$ cat src/rtl/core/stt_pkg.sv
// ----------------------------------------------------------------------------
// stt_pkg
// Shared widths, tuple and cell control types, operation and status codes for
// the sorted tuple table.
// ----------------------------------------------------------------------------
package stt_pkg;

    localparam int DEPTH       = 64;
    localparam int KEY_BITS    = 16;
    localparam int VALUE_BITS  = 32;
    localparam int SOURCE_BITS = 8;
    localparam int IDX_BITS    = $clog2(DEPTH);
    localparam int CNT_BITS    = $clog2(DEPTH + 1);
    localparam int POS_BITS    = 7;
    localparam int ST_BITS     = 2;

    typedef struct packed {
        logic [KEY_BITS-1:0]    key;
        logic [VALUE_BITS-1:0]  value;
        logic [SOURCE_BITS-1:0] source;
    } t_tuple;

    typedef struct packed {
        logic cmp;
        logic ins;
        logic del;
    } t_cell_ctl;

    localparam logic OP_INSERT = 1'b0;
    localparam logic OP_DELETE = 1'b1;

    localparam logic [ST_BITS-1:0] ST_DONE = 2'd0;
    localparam logic [ST_BITS-1:0] ST_MISS = 2'd1;
    localparam logic [ST_BITS-1:0] ST_FULL = 2'd2;

endpackage

$ cat src/rtl/core/stt_cell.sv
// ----------------------------------------------------------------------------
// stt_cell
// One table slot: holds a tuple, compares it against the broadcast item and
// takes its neighbour's tuple or the inserted item when the table shifts.
// ----------------------------------------------------------------------------
module stt_cell import stt_pkg::*; (
    input  logic      i_clk,
    input  t_cell_ctl i_ctl,
    input  t_tuple    i_item,
    input  logic      i_valid,
    input  t_tuple    i_prev,
    input  logic      i_prev_after,
    input  t_tuple    i_next,
    input  logic      i_del_shift,
    output t_tuple    o_tuple,
    output logic      o_after,
    output logic      o_match
);

    t_tuple r_tuple;
    t_tuple n_tuple;
    logic   r_after;
    logic   r_match;

    always_comb begin
        n_tuple = r_tuple;
        if (i_ctl.ins && r_after) begin
            n_tuple = i_prev_after ? i_prev : i_item;
        end else if (i_ctl.del && i_del_shift) begin
            n_tuple = i_next;
        end
    end

    always_ff @(posedge i_clk) begin
        r_tuple <= n_tuple;
        if (i_ctl.cmp) begin
            r_after <= !i_valid || (r_tuple.key > i_item.key);
            r_match <= i_valid && (r_tuple == i_item);
        end
    end

    assign o_tuple = r_tuple;
    assign o_after = r_after;
    assign o_match = r_match;

endmodule
$ cat config.mk
export PLATFORM = sky130hd
export DESIGN_NAME = stt_cell
export DESIGN_NICKNAME = d
export VERILOG_FILES = /design/src/rtl/core/stt_pkg.sv /design/src/rtl/core/stt_cell.sv
export SDC_FILE = /design/constraint.sdc
export NUM_CORES = 1
export LEC_CHECK = 0
export BUFFER_PORTS_ARGS = -buffer_cell sky130_fd_sc_hd__clkbuf_2
export CORE_MARGIN = 3
export CORE_UTILIZATION = 30
export DETAILED_ROUTE_END_ITERATION = 6
export GPL_TIMING_DRIVEN = 0
export HOLD_SLACK_MARGIN = 0.03
export SLEW_MARGIN = 40
export SYNTH_ARGS = -nofsm -noshare
export SYNTH_HDL_FRONTEND = slang
export SYNTH_SLANG_ARGS = --single-unit
$ cat constraint.sdc
create_clock -name i_clk -period 2.95 [get_ports i_clk]
set_clock_uncertainty 0.2 [all_clocks]
set_input_delay 0.4425 -clock i_clk [delete_from_list [all_inputs] [get_ports i_clk]]
set_output_delay 0.4425 -clock i_clk [all_outputs]
set_load 0.05 [all_outputs]
Word level (Yosys, flattened, before mapping)
Index checks and enable logic that the tools add are counted.
W data, S select, Z words.
{ "classes": {"n_shift": 0, "reduce_logical": 6, "order_cmp": 1, "bitwise_logic": 0, "muxes": 3, "add_sub_neg": 0, "n_eq_ne": 1, "n_div": 0, "multipliers": 0} }
{ "ops": {"columns": ["operator", "count"], "rows": [
  ["$mux W56", 3],
  ["$eq A56 B56 Y1", 1],
  ["$gt A16 B16 Y1", 1],
  ["$logic_and A1 B1 Y1", 3],
  ["$reduce_bool A2 Y1", 1],
  ["$logic_not A1 Y1", 1],
  ["$logic_or A1 B1 Y1", 1]
]} }
{ "word_totals": {"ramBits": 0, "out_inout_bits": 58, "register_bits": 58, "latchBits": 0, "mem_bits_ro": 0, "memories": 0, "word_cells": 16} }

Logic depth before layout (Yosys ltp)
{ "depth": {"ltp_word": 3, "depth_mapped": 7} }

Worst setup path after synthesis
No wires, ideal clock.
{ "synth_timing": {"kind": "flip-flop to flip-flop", "startpoint": "register r_after, in the netlist o_after", "endpoint": "register r_tuple (netlist bit o_tuple[0]), enable pin", "path_buffers": 2, "arrival_ns": 2.439, "setup_ns": 0.412, "path_slack_ns": -0.101, "required_ns": 2.338, "stages_incl_launch_ff": 5, "synth_period_minus_slack_ns": 3.051, "path_cell_list": "edfxtp_1 and2_1 clkbuf_1 clkbuf_1 a21o_1"} }
{ "synth_via": {"elab_chain_cells": 2} }
{ "synth_lines": {"columns": ["item", "line", "text"], "rows": [
  ["from (decl)", "stt_cell.sv:22", "logic r_after;"],
  ["from (signal assigned)", "stt_cell.sv:37", "r_after <= !i_valid || (r_tuple.key > i_item.key);"],
  ["$logic_and A1 B1 Y1", "stt_cell.sv:27", "if (i_ctl.ins && r_after) begin"],
  ["$reduce_bool A2 Y1 (no source line)", null, null],
  ["to (signal assigned)", "stt_cell.sv:35", "r_tuple <= n_tuple;"],
  ["to (decl)", "stt_cell.sv:20", "t_tuple r_tuple;"]
]} }
No other way between the ends.
A chain may end at the register's enable or synchronous reset.

Worst setup path after layout
Same ends and word-level chain as after synthesis.

==> results.json <==
{
  "routed_via_density": 4.64,
  "synthToLayoutAreaGrowth_pct": 45.5,
  "use_met3_pct": 6.05,
  "clkSinkCount": 58,
  "rsz0062_at_grt": "no",
  "yosys.cell_count.top_type": "a21oi_1",
  "worstReg2RegEnd": "o_tuple[0]",
  "synth.avg_cell_area_um2": 10.5,
  "cts_tree": "built",
  "final-setup-viol-count": 0,
  "cp_slowest_cell": "a21o_4",
  "rr_worst_depth": 4,
  "fin_ws_ns": 0.492,
  "grt.overflow.total": 0,
  "cts_hold_buf": 0,
  "ys_warn_count": 0,
  "grt.total_usage_pct": 18.9,
  "die_area_um2": 13900,
  "syn-cell-area_um2": 3760,
  "clk_path_buf_depth": 2,
  "path_buf_inv": 2,
  "critical_path_required_ns": 2.72,
  "synth_area_leaders": "edfxtp_1 (46%), mux2i_1 (15%), xor2_1 (9.3%)",
  "critPathTopFamily": "buffers and inverters",
  "first_iter_violations": 99,
  "ys_seq_area_share_pct": 46.4,
  "synth_top_area_share_pct": 46.4,
  "hold_path_end": "o_after",
  "dp_hpwl_um": 10800,
  "total_power_w": 0.00310,
  "drc": 0,
  "ys.flop_type": "edfxtp_1",
  "drive_gt1_share_pct": 43.1,
  "max_freq_mhz": 407,
  "fin_hold_ws_ns": 0.135,
  "min_period_over_period_pct": 83.3,
  "cpPeakStageDelay_ns": 0.64,
  "crit_path_max_fanout": 56,
  "synthArstFlopShare_pct": 0,
  "ir_drop_mv": 0.273,
  "met1_usage_pct": 21.5,
  "wl_um": 13300,
  "grt.busiest_layer": "met2",
  "dp_slack_ns": 0.305,
  "die_w_um": 118,
  "synth_cell_types": 26,
  "syn-num-nets": 550,
  "layout_min_cycle_time_ns": 2.46,
  "ioPinCount": 233,
  "synth_commonest_cells": "a21oi_1 (62), edfxtp_1 (58), mux2i_1 (56), nor2_1 (56), xor2_1 (40)",
  "post_cts_buffers": 0,
  "synth.ff_latch_count": 58,
  "wl_per_cell_um": 17.2,
  "slew_violations": 0,
  "critPathKind": "flip-flop to flip-flop",
  "antenna_found_initial": 0,
  "synth_cells": 359,
  "hold_viol": 0,
  "synth-edff-count": 58,
  "worstHoldStart": "i_ctl[2]",
  "crit_path_cell_trace": "and2_1 -> clkbuf_1 -> clkbuf_1 -> a21o_4",
  "worst_pin_slew_ns": 0.775,
  "core-area_um2": 12100,
  "cts_resized": 0,
  "place_congestion": 0.854,
  "status": "finished clean",
  "ant_nets": 0,
  "diodes": 0,
  "relSlewSlack_pct": 48.3,
  "cp_common_cell": "clkbuf_1",
  "die_h_um": 118,
  "p_per_area_nw_per_um2": 567,
  "drtPass1Iterations": 4,
  "rr_startpoint": "o_after",
  "grt_start_max_net_pins": 57,
  "root_buffer": "clkbuf_16",
  "hold_class": "input pin to flip-flop",
  "rows": 40,
  "clkTransAtPathRegs_ns": 0.05,
  "r2r_setup_slack_ns": 0.49,
  "worstSetupStartpointType": "flip-flop",
  "nets": 792,
  "numCtsBuffers": 9,
  "worstSetupEndpointType": "flip-flop",
  "start_util_pct": 31.0,
  "synth_top_area_cell": "edfxtp_1",
  "grt_pass1_vias": 3890,
  "clkLatencyLatePin_ns": 0.34,
  "arrival_ns": 2.22,
  "maxCapViolations": 0,
  "grt_first_pass_wirelength_um": 20100,
  "leakage_nw": 2.68,
  "use_met2_pct": 32.9,
  "port_buffers": 231,
  "htree_levels": 3,
  "min_path_cells": 1,
  "vias": 3594
}
state kept, by name, indices dropped and copies added, names as in the netlist:
name     count
o_match      1
o_after      1
o_tuple     56
cells by family after synthesis:
group	synth area share, %
simple gates	10.3
buf+inv	4.26
mux	14.9
compound gates	9.49
flops	46.4
fa+ha+maj	5.33
xor+xnor	9.32
cell usage in the layout (no fill, tap or decap):
cell	instances
ha_1	16
clkinv_2	3
o21ai_1	1
clkbuf_16	9
xor2_1	40
clkbuf_2	231
or2_1	1
o211ai_1	1
nor2_1	56
nor2b_1	1
nor4_2	1
a2111oi_0	2
and2_1	1
or3_1	1
nand4_1	6
buf_4	3
a21o_4	1
clkbuf_1	10
edfxtp_1	58
a221oi_1	1
nor4_1	9
nand3_1	3
inv_1	17
a21oi_1	62
bufinv_16	3
buf_2	7
nor3_2	2
mux2i_1	56
clkinvlp_2	1
nand2_1	3
metal layers:
metal	routed length [um]	share of wire, %	up-vias
met1	5560	42	1625
met3	1070	8.1	12
met4	199	1.5	0
met2	6490	49	176
met5	0	0	-
li1	-	-	1781
final cells by class:
type	count	area, um^2
Clock buffer	10	229
Buffer	19	91.3
Sequential cell	58	1740
Timing Repair Buffer	231	1160
Fill cell	1211	6650
Multi-Input combinational cell	264	1860
Inverter	18	68.8
Tap cell	168	210
Clock inverter	6	105
worst max-delay path by stage:
stage / slack [ns] / cells after the start / start / end
floorplan: 0.37 / 4 / o_after / o_tuple[0]
global placement: -0.15 / 5 / i_ctl[1] / o_tuple[11]
detailed placement: 0.31 / 5 / i_ctl[1] / o_tuple[17]
CTS: 0.47 / 4 / o_after / o_tuple[53]
global route: 0.30 / 4 / o_after / o_tuple[53]
finish: 0.49 / 4 / o_after / o_tuple[0]
through the flow:
stage | std cells | instance area [um^2] | setup TNS [ns] | utilization (%)
finish | 774 | 5470 | 0 | 45.1
global placement | 758 | 5120 | -8.01 | 42.3
global route | 774 | 5470 | 0 | 45.1
detailed placement | 758 | 5130 | 0 | 42.4
CTS | 774 | 5470 | 0 | 45.1
floorplan | 359 | 3760 | 0 | -
power breakdown:
part / switching, W / internal (W) / total (W)
clock network: 0.000384 / 0.000820 / 0.00120
logic: 0.000559 / 0.000268 / 0.000827
registers: 0.0000509 / 0.00101 / 0.00107
(Power assumes the default switching activity.)
